--- src/rtl/core/pxcv_pkg.sv ---
// ----------------------------------------------------------------------------
// pxcv_pkg
// Shared widths, register indexes and reset values of the proximity to
// control value block.
// ----------------------------------------------------------------------------
package pxcv_pkg;

    localparam int unsigned FRACTION_BITS_DEF = 8;

    localparam int unsigned SAMPLE_W   = 16;
    localparam int unsigned CTRL_W     = 7;
    localparam int unsigned ALPHA_W    = 9;
    localparam int unsigned RANGE_W    = 16;
    localparam int unsigned CFG_IDX_W  = 3;
    localparam int unsigned CFG_DATA_W = 16;

    // configuration register indexes
    localparam logic [CFG_IDX_W-1:0] REG_ALPHA    = 3'd0;
    localparam logic [CFG_IDX_W-1:0] REG_RANGE_MIN = 3'd1;
    localparam logic [CFG_IDX_W-1:0] REG_RANGE_MAX = 3'd2;
    localparam logic [CFG_IDX_W-1:0] REG_DEADZONE = 3'd3;
    localparam logic [CFG_IDX_W-1:0] REG_INVERT   = 3'd4;

    // reset values
    localparam logic [ALPHA_W-1:0] ALPHA_RST     = 9'd51;
    localparam logic [RANGE_W-1:0] RANGE_MIN_RST = 16'd512;
    localparam logic [RANGE_W-1:0] RANGE_MAX_RST = 16'd30000;
    localparam logic [CTRL_W-1:0]  DEADZONE_RST  = 7'd2;

    // alpha of one in Q1.8, and the top of the control range
    localparam logic [ALPHA_W-1:0] ALPHA_FULL = 9'd256;
    localparam logic [CTRL_W-1:0]  CTRL_MAX   = 7'd127;

endpackage

--- src/rtl/core/pxcv_filter.sv ---
// ----------------------------------------------------------------------------
// pxcv_filter
// First-order IIR smoother. Bit-serial multiply over the alpha bits, MSB
// first, then round half up and store the new level.
// ----------------------------------------------------------------------------
module pxcv_filter #(
    parameter int unsigned FRAC_BITS = pxcv_pkg::FRACTION_BITS_DEF
) (
    input  logic                                       i_clk,
    input  logic                                       i_rst_n,
    input  logic                                       i_start,
    input  logic [pxcv_pkg::SAMPLE_W-1:0]              i_sample,
    input  logic [pxcv_pkg::ALPHA_W-1:0]               i_alpha,
    output logic                                       o_done,
    output logic [pxcv_pkg::SAMPLE_W+FRAC_BITS-1:0]    o_level
);
    import pxcv_pkg::*;

    localparam int unsigned LW    = SAMPLE_W + FRAC_BITS;
    localparam int unsigned AW    = LW + 8;
    localparam int unsigned CNT_W = $clog2(ALPHA_W + 1);

    logic                 r_busy;
    logic                 r_done;
    logic [CNT_W-1:0]     r_cnt;
    logic [ALPHA_W-1:0]   r_wa;
    logic [ALPHA_W-1:0]   r_wb;
    logic [LW-1:0]        r_xs;
    logic [LW-1:0]        r_level;
    logic [AW-1:0]        r_acc;

    logic [ALPHA_W-1:0]   w_a_sat;
    logic [ALPHA_W-1:0]   w_b;
    logic [AW-1:0]        w_term_x;
    logic [AW-1:0]        w_term_l;
    logic [AW-1:0]        w_sum;
    logic [AW-1:0]        w_round;

    // saturate alpha at one; the old level gets the rest of the weight
    assign w_a_sat = (i_alpha > ALPHA_FULL) ? ALPHA_FULL : i_alpha;
    assign w_b     = ALPHA_FULL - w_a_sat;

    assign w_term_x = r_wa[ALPHA_W-1] ? {{8{1'b0}}, r_xs}    : '0;
    assign w_term_l = r_wb[ALPHA_W-1] ? {{8{1'b0}}, r_level} : '0;
    assign w_sum    = {r_acc[AW-2:0], 1'b0} + w_term_x + w_term_l;
    assign w_round  = r_acc + {{(AW-8){1'b0}}, 8'd128};

    always_ff @(posedge i_clk) begin
        if (!i_rst_n) begin
            r_busy  <= 1'b0;
            r_done  <= 1'b0;
            r_cnt   <= '0;
            r_level <= '0;
        end else begin
            if (i_start) begin
                r_busy <= 1'b1;
                r_done <= 1'b0;
                r_cnt  <= CNT_W'(ALPHA_W);
                r_wa   <= w_a_sat;
                r_wb   <= w_b;
                r_xs   <= {i_sample, {FRAC_BITS{1'b0}}};
                r_acc  <= '0;
            end else if (r_busy) begin
                if (r_cnt != '0) begin
                    // shift in one weight bit of each product
                    r_acc  <= w_sum;
                    r_wa   <= {r_wa[ALPHA_W-2:0], 1'b0};
                    r_wb   <= {r_wb[ALPHA_W-2:0], 1'b0};
                    r_cnt  <= r_cnt - 1'b1;
                    r_done <= 1'b0;
                end else begin
                    r_level <= w_round[AW-1:8];
                    r_busy  <= 1'b0;
                    r_done  <= 1'b1;
                end
            end else begin
                r_done <= 1'b0;
            end
        end
    end

    assign o_done  = r_done;
    assign o_level = r_level;

endmodule

--- src/rtl/core/pxcv_scale.sv ---
// ----------------------------------------------------------------------------
// pxcv_scale
// Maps the smoothed level onto 0..127 with clamping, rounding half up.
// Restoring divider that yields one quotient bit per cycle.
// ----------------------------------------------------------------------------
module pxcv_scale #(
    parameter int unsigned FRAC_BITS = pxcv_pkg::FRACTION_BITS_DEF
) (
    input  logic                                     i_clk,
    input  logic                                     i_rst_n,
    input  logic                                     i_start,
    input  logic [pxcv_pkg::SAMPLE_W+FRAC_BITS-1:0]  i_level,
    input  logic [pxcv_pkg::RANGE_W-1:0]             i_range_min,
    input  logic [pxcv_pkg::RANGE_W-1:0]             i_range_max,
    output logic                                     o_done,
    output logic [pxcv_pkg::CTRL_W-1:0]              o_value
);
    import pxcv_pkg::*;

    localparam int unsigned LW    = SAMPLE_W + FRAC_BITS;
    localparam int unsigned RW    = LW + 8;
    localparam int unsigned CNT_W = $clog2(CTRL_W + 1);

    localparam logic [1:0] P_IDLE = 2'd0;
    localparam logic [1:0] P_LOAD = 2'd1;
    localparam logic [1:0] P_DIV  = 2'd2;
    localparam logic [1:0] P_DONE = 2'd3;

    logic [1:0]        r_phase;
    logic [CNT_W-1:0]  r_cnt;
    logic [LW-1:0]     r_d;
    logic [LW-1:0]     r_span;
    logic [RW-1:0]     r_rem;
    logic [RW-1:0]     r_div;
    logic [CTRL_W-1:0] r_q;

    logic [LW-1:0]     w_lo;
    logic [LW-1:0]     w_hi;

    assign w_lo = {i_range_min, {FRAC_BITS{1'b0}}};
    assign w_hi = {i_range_max, {FRAC_BITS{1'b0}}};

    always_ff @(posedge i_clk) begin
        if (!i_rst_n) begin
            r_phase <= P_IDLE;
            r_cnt   <= '0;
        end else begin
            case (r_phase)
                P_IDLE: begin
                    if (i_start) begin
                        // clamp at both ends before any division
                        if (i_level <= w_lo) begin
                            r_q     <= '0;
                            r_phase <= P_DONE;
                        end else if (i_level >= w_hi) begin
                            r_q     <= CTRL_MAX;
                            r_phase <= P_DONE;
                        end else begin
                            r_d     <= i_level - w_lo;
                            r_span  <= w_hi - w_lo;
                            r_phase <= P_LOAD;
                        end
                    end
                end
                P_LOAD: begin
                    // numerator 254*d + span, divisor 2*span aligned to the top bit
                    r_rem   <= ({r_d, 8'd0} - {{7{1'b0}}, r_d, 1'b0})
                               + {{8{1'b0}}, r_span};
                    r_div   <= {1'b0, r_span, 7'd0};
                    r_q     <= '0;
                    r_cnt   <= CNT_W'(CTRL_W);
                    r_phase <= P_DIV;
                end
                P_DIV: begin
                    if (r_rem >= r_div) begin
                        r_rem <= r_rem - r_div;
                        r_q   <= {r_q[CTRL_W-2:0], 1'b1};
                    end else begin
                        r_q   <= {r_q[CTRL_W-2:0], 1'b0};
                    end
                    r_div <= {1'b0, r_div[RW-1:1]};
                    r_cnt <= r_cnt - 1'b1;
                    if (r_cnt == CNT_W'(1)) begin
                        r_phase <= P_DONE;
                    end
                end
                P_DONE: begin
                    r_phase <= P_IDLE;
                end
                default: begin
                    r_phase <= P_IDLE;
                end
            endcase
        end
    end

    assign o_done  = (r_phase == P_DONE);
    assign o_value = r_q;

endmodule

--- src/rtl/core/proximity_to_control_value.sv ---
// ----------------------------------------------------------------------------
// proximity_to_control_value
// Smooths raw proximity samples, scales them onto a 7-bit control value and
// emits a value only when it moves by at least the deadzone.
// ----------------------------------------------------------------------------
//
//  channel   direction  handshake                 payload
//  --------  ---------  ------------------------  ---------------------------
//  input     in         i_in_valid / o_in_stall   i_sample (16 b)
//  output    out        o_out_valid / i_out_stall o_control_value (7 b)
//  config    in         i_cfg_wr_en               i_cfg_index, i_cfg_wdata
//
//  Sequence: a request passes the 9-step serial multiply-accumulate over the
//  alpha bits, then, when the level lies inside the range, the 7-step
//  restoring divider; a level that clamps skips the divider. One request is
//  in flight at a time.
//  Reset: synchronous, active low; restores the register defaults, clears the
//  smoothed level and the last emitted value.
//  Stalls: o_in_stall is high while a request is in flight. A finished result
//  sits in the output register while the next request is already taken; if a
//  second result to emit is ready before the first is taken, the block holds it.
//
module proximity_to_control_value #(
    parameter int unsigned FRACTION_BITS = pxcv_pkg::FRACTION_BITS_DEF
) (
    input  logic                               i_clk,
    input  logic                               i_rst_n,
    // input requests
    input  logic                               i_in_valid,
    output logic                               o_in_stall,
    input  logic [pxcv_pkg::SAMPLE_W-1:0]      i_sample,
    // results
    output logic                               o_out_valid,
    input  logic                               i_out_stall,
    output logic [pxcv_pkg::CTRL_W-1:0]        o_control_value,
    // configuration writes
    input  logic                               i_cfg_wr_en,
    input  logic [pxcv_pkg::CFG_IDX_W-1:0]     i_cfg_index,
    input  logic [pxcv_pkg::CFG_DATA_W-1:0]    i_cfg_wdata
);
    import pxcv_pkg::*;

    localparam int unsigned LW = SAMPLE_W + FRACTION_BITS;

    // sequencer codes
    localparam logic [1:0] S_IDLE  = 2'd0;
    localparam logic [1:0] S_FILT  = 2'd1;
    localparam logic [1:0] S_SCALE = 2'd2;
    localparam logic [1:0] S_HOLD  = 2'd3;

    logic [1:0]         r_state;

    // configuration registers
    logic [ALPHA_W-1:0] r_alpha;
    logic [RANGE_W-1:0] r_range_min;
    logic [RANGE_W-1:0] r_range_max;
    logic [CTRL_W-1:0]  r_deadzone;
    logic               r_invert;

    // deadband state and output register
    logic [CTRL_W-1:0]  r_last;
    logic [CTRL_W-1:0]  r_value;
    logic               r_emit;
    logic               r_out_valid;
    logic [CTRL_W-1:0]  r_out_value;

    logic               w_accept;
    logic               w_filt_done;
    logic [LW-1:0]      w_level;
    logic               w_scale_done;
    logic [CTRL_W-1:0]  w_scaled;
    logic [CTRL_W-1:0]  w_v;
    logic [CTRL_W-1:0]  w_diff;
    logic               w_out_free;
    logic               w_load;

    assign w_accept   = i_in_valid && !o_in_stall;
    assign o_in_stall = (r_state != S_IDLE);

    // smoother: holds the Q16.F level across requests
    pxcv_filter #(
        .FRAC_BITS (FRACTION_BITS)
    ) u_filter (
        .i_clk    (i_clk),
        .i_rst_n  (i_rst_n),
        .i_start  (w_accept),
        .i_sample (i_sample),
        .i_alpha  (r_alpha),
        .o_done   (w_filt_done),
        .o_level  (w_level)
    );

    // range mapper: launch as soon as the new level is stored
    pxcv_scale #(
        .FRAC_BITS (FRACTION_BITS)
    ) u_scale (
        .i_clk       (i_clk),
        .i_rst_n     (i_rst_n),
        .i_start     (w_filt_done),
        .i_level     (w_level),
        .i_range_min (r_range_min),
        .i_range_max (r_range_max),
        .o_done      (w_scale_done),
        .o_value     (w_scaled)
    );

    // polarity, then distance from the last emitted value
    assign w_v    = r_invert ? (CTRL_MAX - w_scaled) : w_scaled;
    assign w_diff = (w_v >= r_last) ? (w_v - r_last) : (r_last - w_v);

    // output register can take a value when empty or being drained now
    assign w_out_free = !r_out_valid || !i_out_stall;
    // a held result moves into the output register this cycle
    assign w_load     = (r_state == S_HOLD) && r_emit && w_out_free;

    always_ff @(posedge i_clk) begin
        if (!i_rst_n) begin
            r_alpha     <= ALPHA_RST;
            r_range_min <= RANGE_MIN_RST;
            r_range_max <= RANGE_MAX_RST;
            r_deadzone  <= DEADZONE_RST;
            r_invert    <= 1'b0;
        end else if (i_cfg_wr_en) begin
            case (i_cfg_index)
                REG_ALPHA:     r_alpha     <= i_cfg_wdata[ALPHA_W-1:0];
                REG_RANGE_MIN: r_range_min <= i_cfg_wdata[RANGE_W-1:0];
                REG_RANGE_MAX: r_range_max <= i_cfg_wdata[RANGE_W-1:0];
                REG_DEADZONE:  r_deadzone  <= i_cfg_wdata[CTRL_W-1:0];
                REG_INVERT:    r_invert    <= i_cfg_wdata[0];
                default: begin
                    // drop writes to unknown indexes
                end
            endcase
        end
    end

    always_ff @(posedge i_clk) begin
        if (!i_rst_n) begin
            r_state     <= S_IDLE;
            r_last      <= '0;
            r_emit      <= 1'b0;
            r_out_valid <= 1'b0;
        end else begin
            // drain the output register when taken and nothing refills it
            if (r_out_valid && !i_out_stall && !w_load) begin
                r_out_valid <= 1'b0;
            end
            case (r_state)
                S_IDLE: begin
                    if (w_accept) begin
                        r_state <= S_FILT;
                    end
                end
                S_FILT: begin
                    if (w_filt_done) begin
                        r_state <= S_SCALE;
                    end
                end
                S_SCALE: begin
                    // capture the candidate and its deadband decision
                    if (w_scale_done) begin
                        r_value <= w_v;
                        r_emit  <= (w_diff >= r_deadzone);
                        r_state <= S_HOLD;
                    end
                end
                S_HOLD: begin
                    if (!r_emit) begin
                        r_state <= S_IDLE;
                    end else if (w_out_free) begin
                        r_out_valid <= 1'b1;
                        r_out_value <= r_value;
                        r_last      <= r_value;
                        r_state     <= S_IDLE;
                    end
                end
                default: begin
                    r_state <= S_IDLE;
                end
            endcase
        end
    end

    assign o_out_valid     = r_out_valid;
    assign o_control_value = r_out_value;

    // an accepted request always starts the smoother
    a_accept_starts: assert property (@(posedge i_clk) disable iff (!i_rst_n)
        w_accept |=> (r_state == S_FILT))
        else $error("accepted request did not enter filter phase");

    // filter completion only while the sequencer waits for it
    a_filt_in_phase: assert property (@(posedge i_clk) disable iff (!i_rst_n)
        w_filt_done |-> (r_state == S_FILT))
        else $error("filter done outside filter phase");

    // scaler completion only while the sequencer waits for it
    a_scale_in_phase: assert property (@(posedge i_clk) disable iff (!i_rst_n)
        w_scale_done |-> (r_state == S_SCALE))
        else $error("scale done outside scale phase");

    // a loaded result always becomes the remembered value
    a_out_load: assert property (@(posedge i_clk) disable iff (!i_rst_n)
        (r_state == S_HOLD && r_emit && w_out_free)
            |=> (r_out_valid && r_out_value == r_last))
        else $error("emitted value not loaded or not remembered");

endmodule
--- config.mk ---
export PLATFORM = sky130hd
export DESIGN_NAME = proximity_to_control_value
export DESIGN_NICKNAME = d
export VERILOG_FILES = /design/src/rtl/core/pxcv_pkg.sv /design/src/rtl/core/pxcv_filter.sv /design/src/rtl/core/pxcv_scale.sv /design/src/rtl/core/proximity_to_control_value.sv
export SDC_FILE = /design/constraint.sdc
export NUM_CORES = 1
export LEC_CHECK = 0
export ABC_AREA = 1
export BUFFER_PORTS_ARGS = -buffer_cell sky130_fd_sc_hd__buf_4
export CORE_MARGIN = 3
export CORE_UTILIZATION = 35
export CTS_CLUSTER_DIAMETER = 60
export CTS_CLUSTER_SIZE = 8
export DETAILED_ROUTE_END_ITERATION = 8
export PLACE_DENSITY = 0.51
export REMOVE_ABC_BUFFERS = 1
export SLEW_MARGIN = 30
export SYNTH_ARGS = -nofsm -noshare
export SYNTH_HDL_FRONTEND = slang
export SYNTH_HIERARCHICAL = 1
export SYNTH_SLANG_ARGS = --single-unit
--- constraint.sdc ---
create_clock -name i_clk -period 5.75 [get_ports i_clk]
set_input_delay 1.15 -clock i_clk [delete_from_list [all_inputs] [get_ports i_clk]]
set_output_delay 1.15 -clock i_clk [all_outputs]
set_load 0.02 [all_outputs]
### Word-level counts from Yosys, hierarchy flattened

Index checks and enable logic that the tools add are counted.

| word-level totals | value |
|---|---|
| register bits | 294 |
| input port bits | 40 |
| output and inout bits | 9 |

| cells by class | value |
|---|---|
| add/subtract/negate cells | 14 |
| order comparisons | 6 |
| eq/ne operators | 19 |
| muxes and demuxes | 44 |
| bitwise logic cells | 6 |
| reductions and logical operators | 41 |

Operators with widths:

| cell | number |
|---|---|
| $pmux W32 S2 | 2 |
| $mux W32 | 3 |
| $add A32 B32 Y32 | 2 |
| $mux W9 | 7 |
| $mux W24 | 2 |
| $sub A24 B24 Y24 | 2 |
| $mux W7 | 5 |
| $add A32 B24 Y32 | 1 |
| $add A32 B8 Y32 const B | 1 |
| $ge A32 B32 Y1 | 1 |
| $sub A32 B25 Y32 | 1 |
| $sub A32 B32 Y32 | 1 |
| $ge A24 B24 Y1 | 1 |
| $le A24 B24 Y1 | 1 |
| $reduce_and A2 Y1 | 11 |
| $pmux W7 S3 | 1 |
| $mux W2 | 9 |
| $pmux W2 S4 | 2 |
| $reduce_and A3 Y1 | 5 |
| $ge A7 B7 Y1 | 2 |
| $sub A7 B7 Y7 | 2 |
| $mux W4 | 3 |
| $reduce_and A4 Y1 | 3 |
| $ne A2 B1 Y1 const B | 5 |
| 27 further kinds | 57 |

### Logic depth before layout (Yosys ltp)

| depth | value |
|---|---|
| depth in word-level cells | 9 |
| gate-level depth with buffers | 23 |
| depth with buffers taken out | 21 |

### Hierarchy

The synthesis kept the hierarchy.

By module, submodules not included:

| module | instances | cells each | area each (um^2) | sequential area each (um^2) |
|---|---|---|---|---|
| pxcv_scale | 1 | 1402 | 10413.7 | 3403.3 |
| pxcv_filter | 1 | 970 | 6860.3 | 2552.4 |
| proximity_to_control_value | 1 | 459 | 3662.3 | 1621.6 |

### Worst setup path after synthesis

Ideal clock, no wire load.

| timing | value |
|---|---|
| kind | input-to-reg |
| start | input i_in_valid |
| end | register u_filter.r_acc[0] (enable) |
| setup time | 472 ps |
| arrival time | 4147 ps |
| setup slack | 1131 ps |
| stages on the path | 6 |
| buffers on the path | 2 |
| cell sequence | nand2_1 > inv_1 > inv_1 > clkbuf_1 > buf_2 > a21oi_1 |

| on the way | value |
|---|---|
| cells in the longest elaborated chain, start to end | 3 |

RTL lines:

| element | RTL line | source |
|---|---|---|
| start, declared | proximity_to_control_value.sv:29 | `input logic i_in_valid,` |
| $logic_and A1 B1 Y1 (*) | proximity_to_control_value.sv:77 | `assign w_accept = i_in_valid && !o_in_stall;` |
| via w_accept | proximity_to_control_value.sv:67 | `logic w_accept;` |
| $reduce_bool A2 Y1 (no line) | - |  |
| $reduce_and A3 Y1 (no line) (*) | - |  |
| end signal, assigned | pxcv_filter.sv:66 | `r_acc <= w_sum;` |
| end, declared | pxcv_filter.sv:30 | `logic [AW-1:0] r_acc;` |

The timed path passes the listed nets; every way through them passes the cells marked *.
A chain may end at the register's enable or synchronous reset.

### Worst setup path in the final report

| timing | value |
|---|---|
| start | register u_filter.r_wb[8] |
| end | register u_filter.r_acc[19], data pin |

| on the way | value |
|---|---|
| cells in the longest elaborated chain, start to end | 4 |

RTL lines:

| element | RTL line | source |
|---|---|---|
| start, declared | pxcv_filter.sv:27 | `logic [ALPHA_W-1:0] r_wb;` |
| start signal, assigned | pxcv_filter.sv:60 | `r_wb <= w_b;` |
| start signal, assigned | pxcv_filter.sv:68 | `r_wb <= {r_wb[ALPHA_W-2:0], 1'b0};` |
| $mux W24 | pxcv_filter.sv:44 | `assign w_term_l = r_wb[ALPHA_W-1] ? {{8{1'b0}}, r_level} : '0;` |
| $add A32 B32 Y32 | pxcv_filter.sv:45 | `assign w_sum = {r_acc[AW-2:0], 1'b0} + w_term_x + w_term_l;` |
| $mux W32 | pxcv_filter.sv:64 | `if (r_cnt != '0) begin` |
| $mux W32 | pxcv_filter.sv:63 | `end else if (r_busy) begin` |

Every way passes these cells. The select of a mux whose other input is x is not followed.

==> impl_metrics.tcl <==
set metrics [dict create \
    run_status "finished clean" \
    yosysMostFrequentCell "nand2_1" \
    slew_viol_final 0 \
    met1_usage_pct 26.6 \
    cts_sinks 284 \
    fin_cells 3701 \
    grt.total_usage_pct 19.2 \
    die_w_um 251 \
    root_buffer "clkbuf_16" \
    yosys.area.top_type "edfxtp_1" \
    register_area_um2 7580 \
    dpl.cell_count 3616 \
    multi_input_area_um2 11300 \
    netlist_instances 2831 \
    clockBufferDepth 3 \
    grt_overflow 0 \
    ys_seq_elements 284 \
    hp-class "flip-flop to flip-flop" \
    netlist_top_cells_area "edfxtp_1 (27%), nand2_1 (13%), ha_1 (10%)" \
    synth.area.mux_share_pct 0 \
    insertion_delay_ps 590 \
    synth_area_um2 20900 \
    ant_nets 0 \
    path_clk_slew_ps 50 \
    cts.repair.resized 0 \
    cts_tree "built" \
    finClkSkew_ps 25.2 \
    fillCellCount 6105 \
    period_needed_ps 3400 \
    ys.flop_type "edfxtp_1" \
    antenna_cells 0 \
    met3_usage_pct 2.28 \
    ctsHoldBuffers 0 \
    place_hpwl_mm 47.4 \
    switchingPower_w 0.00401 \
    synth_top_cell_area_share_pct 27.1 \
    viasPerCell 4.90 \
    synthTopCellsByCount "nand2_1 (715), inv_1 (489), nor2_1 (282), a21oi_1 (195), edfxtp_1 (189)" \
    dpl_cell_area_um2 22200 \
    synth.distinct_cells 49 \
    yosys.area_share.simple_pct 25.6 \
    stdcell_area_um2 23600 \
    rows 89 \
    final_nets 3138 \
    switching_share_pct 41.2 \
    area_delta_synth_final_pct 12.9 \
    grt_pass1_wl_mm 96.7 \
    avgSynthCellArea_um2 7.40 \
    vias 18100 \
    first_pass_iters 5 \
    slew_headroom_pct 39.2 \
    worstReg2RegStart "u_filter/r_wb[8]" \
    p_clk_share_pct 27.6 \
    hold_viol 0 \
    rr_endpoint "u_filter/r_acc[19]" \
    gp_congestion 0.917 \
    p_int_w 0.00573 \
    tightest_slew_ps 912 \
    initialDrtViolationCount 1059 \
    p_comb_share_pct 41.0 \
    coreArea_um2 59100 \
    drc 0 \
    crit_path_max_fanout 24 \
    tns_ps 0 \
    criticalPathCategory "flip-flop to flip-flop" \
    vdd_drop_max_v 0.000215 \
    grt_busiest_layer "met2" \
    crit_arrival_ps 3740 \
    power.density_nw_per_um2 412 \
    cap_violations 0 \
    start_util_pct 35.4 \
    cts_buffers 47 \
    fin_total_pwr_w 0.00974 \
    die_area_um2 62800 \
    io_pins 49 \
    antenna_found_initial 0 \
    async_reset_ff_share_pct 0 \
    hold_start "r_value[4]" \
    cts_setup_buffers 0 \
    min_period_over_period_pct 59.2 \
    setup_viol 0 \
    die_y_um 251 \
    holdPathEnd "o_control_value[4]" \
    wirelength_mm 60.2 \
    port_buffers 48 \
    fmax_mhz 294 \
    grt_setup_unrepaired "no" \
    grt_start_max_net_pins 65 \
    synth_xor_area_share_pct 2.72 \
    ys_warn_count 6 \
    seq_area_frac_synth_pct 36.2 \
    reg2reg_slack_ps 2350 \
    post_synth_fa_ha_maj_area_fraction_pct 13.7 \
    synth_top_family_by_area "simple AND/OR/NAND/NOR gates" \
    critPathRequiredTime_ps 6080 \
    gr-usage-met2_pct 31.7 \
    p_seq_share_pct 31.4 \
    synth_edf_count 189 \
    reg2reg_depth 12 \
    post_drt_wl_per_cell_um 16.3 \
    postLayoutCoreUtil_pct 40.0 \
    leakage_nw 11.4 \
    layout-drive-gt1-share_pct 6.63 \
    worst_setup_path_start_kind "flip-flop" \
    synth_compound_area_share_pct 11.8 \
    holdPathStages 0 \
    endpoint_kind "flip-flop" \
    cts.htree.levels 2 \
    grt_pass1_vias 17900 \
]
==> cell families after synthesis <==
logic type	after synthesis
AOI/OAI and AO/OA	456
xor gates and xnor gates	65
buffers and inverters	545
DFF	284
adders and majority gates	206
and+or+nand+nor	1275
==> layout by cell type, fill, tap and decap left out, drive strengths merged <==
| cell type | Yosys | layout |
|---|---|---|
| nor4 | 1 | 1 |
| a211oi | 1 | 1 |
| ha | 168 | 168 |
| xnor2 | 26 | 26 |
| o31ai | 3 | 3 |
| a21oi | 195 | 195 |
| dfxtp | 95 | 95 |
| and2 | 6 | 6 |
| a221oi | 1 | 1 |
| nor3 | 36 | 36 |
| o21bai | 10 | 10 |
| a31oi | 8 | 8 |
| nand3b | 11 | 11 |
| edfxtp | 189 | 189 |
| inv | 499 | 501 |
| a21o | 13 | 13 |
| clkinv | 1 | 10 |
| nor3b | 2 | 2 |
| nand2 | 740 | 740 |
| o22ai | 4 | 4 |
| bufinv | 0 | 3 |
| a21boi | 6 | 6 |
| o21ai | 196 | 196 |
| o21a | 10 | 10 |
| nor2 | 298 | 298 |
| o211ai | 9 | 9 |
| clkbuf | 20 | 71 |
| nand4 | 27 | 27 |
| fa | 38 | 38 |
| xor2 | 39 | 39 |
| or2 | 5 | 5 |
| nand3 | 149 | 149 |
| buf | 25 | 57 |
==> worst max path at each step <==
| stage | start | slack, ps | endpoint | cells after the start |
|---|---|---|---|---|
| global placement | u_filter/o_level[8] | 2270 | u_scale/r_d[2] | 12 |
| CTS | u_filter/r_wb[8] | 2370 | u_filter/r_acc[19] | 12 |
| finish | u_filter/r_wb[8] | 2350 | u_filter/r_acc[19] | 12 |
| detailed placement | i_in_valid | 2340 | u_filter/r_acc[7] | 6 |
| floorplan | i_in_valid | 730 | u_filter/r_acc[0] | 4 |
| global route | u_filter/r_wb[8] | 2020 | u_filter/r_acc[19] | 12 |
==> stage by stage <==
| step | setup WS, ps | hold slack [ps] |
|---|---|---|
| 4_1_cts | 2370 | 444 |
| 3_3_place_gp | 2270 | 436 |
| 2_1_floorplan | 731 | 421 |
| 6_report | 2350 | 442 |
| 3_5_place_dp | 2340 | 429 |
| 5_1_grt | 2020 | 474 |
==> power by group through the flow <==
stage	combinational, W	clock, W	sequential (W)
final	0.00400	0.00269	0.00306
after global routing	0.00458	0.00286	0.00310
after CTS	0.00400	0.00278	0.00306
after detailed placement	0.00397	0	0.00310
after global placement	0.00392	0	0.00309
after floorplan	0.00293	0	0.00293
==> sequential cells by signal, indices dropped and copies added (netlist names), 8 cells and up <==
register / count
u_filter/r_xs: 16
u_filter/o_level: 24
u_scale/r_d: 24
u_scale/r_div: 31
u_filter/r_wa: 9
u_scale/r_span: 16
r_range_max: 16
u_filter/r_acc: 32
r_range_min: 16
u_scale/r_rem: 32
r_alpha: 9
u_filter/r_wb: 8
==> metal layers <==
metal  wire length [um]  share of wire (%)  vias to the layer above
met5                  0                  0                        -
met4               1440                2.4                        0
met3               2640                4.4                       85
met2              27300                 45                      343
met1              28900                 48                     8438
li1                   -                  -                     9266
==> cell type report <==
type                       instances  area share [%]
timing repair buffer              57            1.89
multi-input combinational       2002            47.7
tap                              773            4.09
clock inverter                    14           0.826
inverter                         500            7.94
clock buffer                      71            5.44
sequential                       284            32.1
==> worst max-delay path, stage by stage (launching register included) <==
cell      delay (ps)
edfxtp_1         940
nand2_1          160
fa_1             520
inv_1             60
ha_1             350
nand2_1          200
inv_1             80
a21oi_1          230
nand3_1          210
a21oi_1          210
nand2_1           70
nand2_1           60
nor2_1            50
Note: power is estimated with default switching activity, not from simulation.
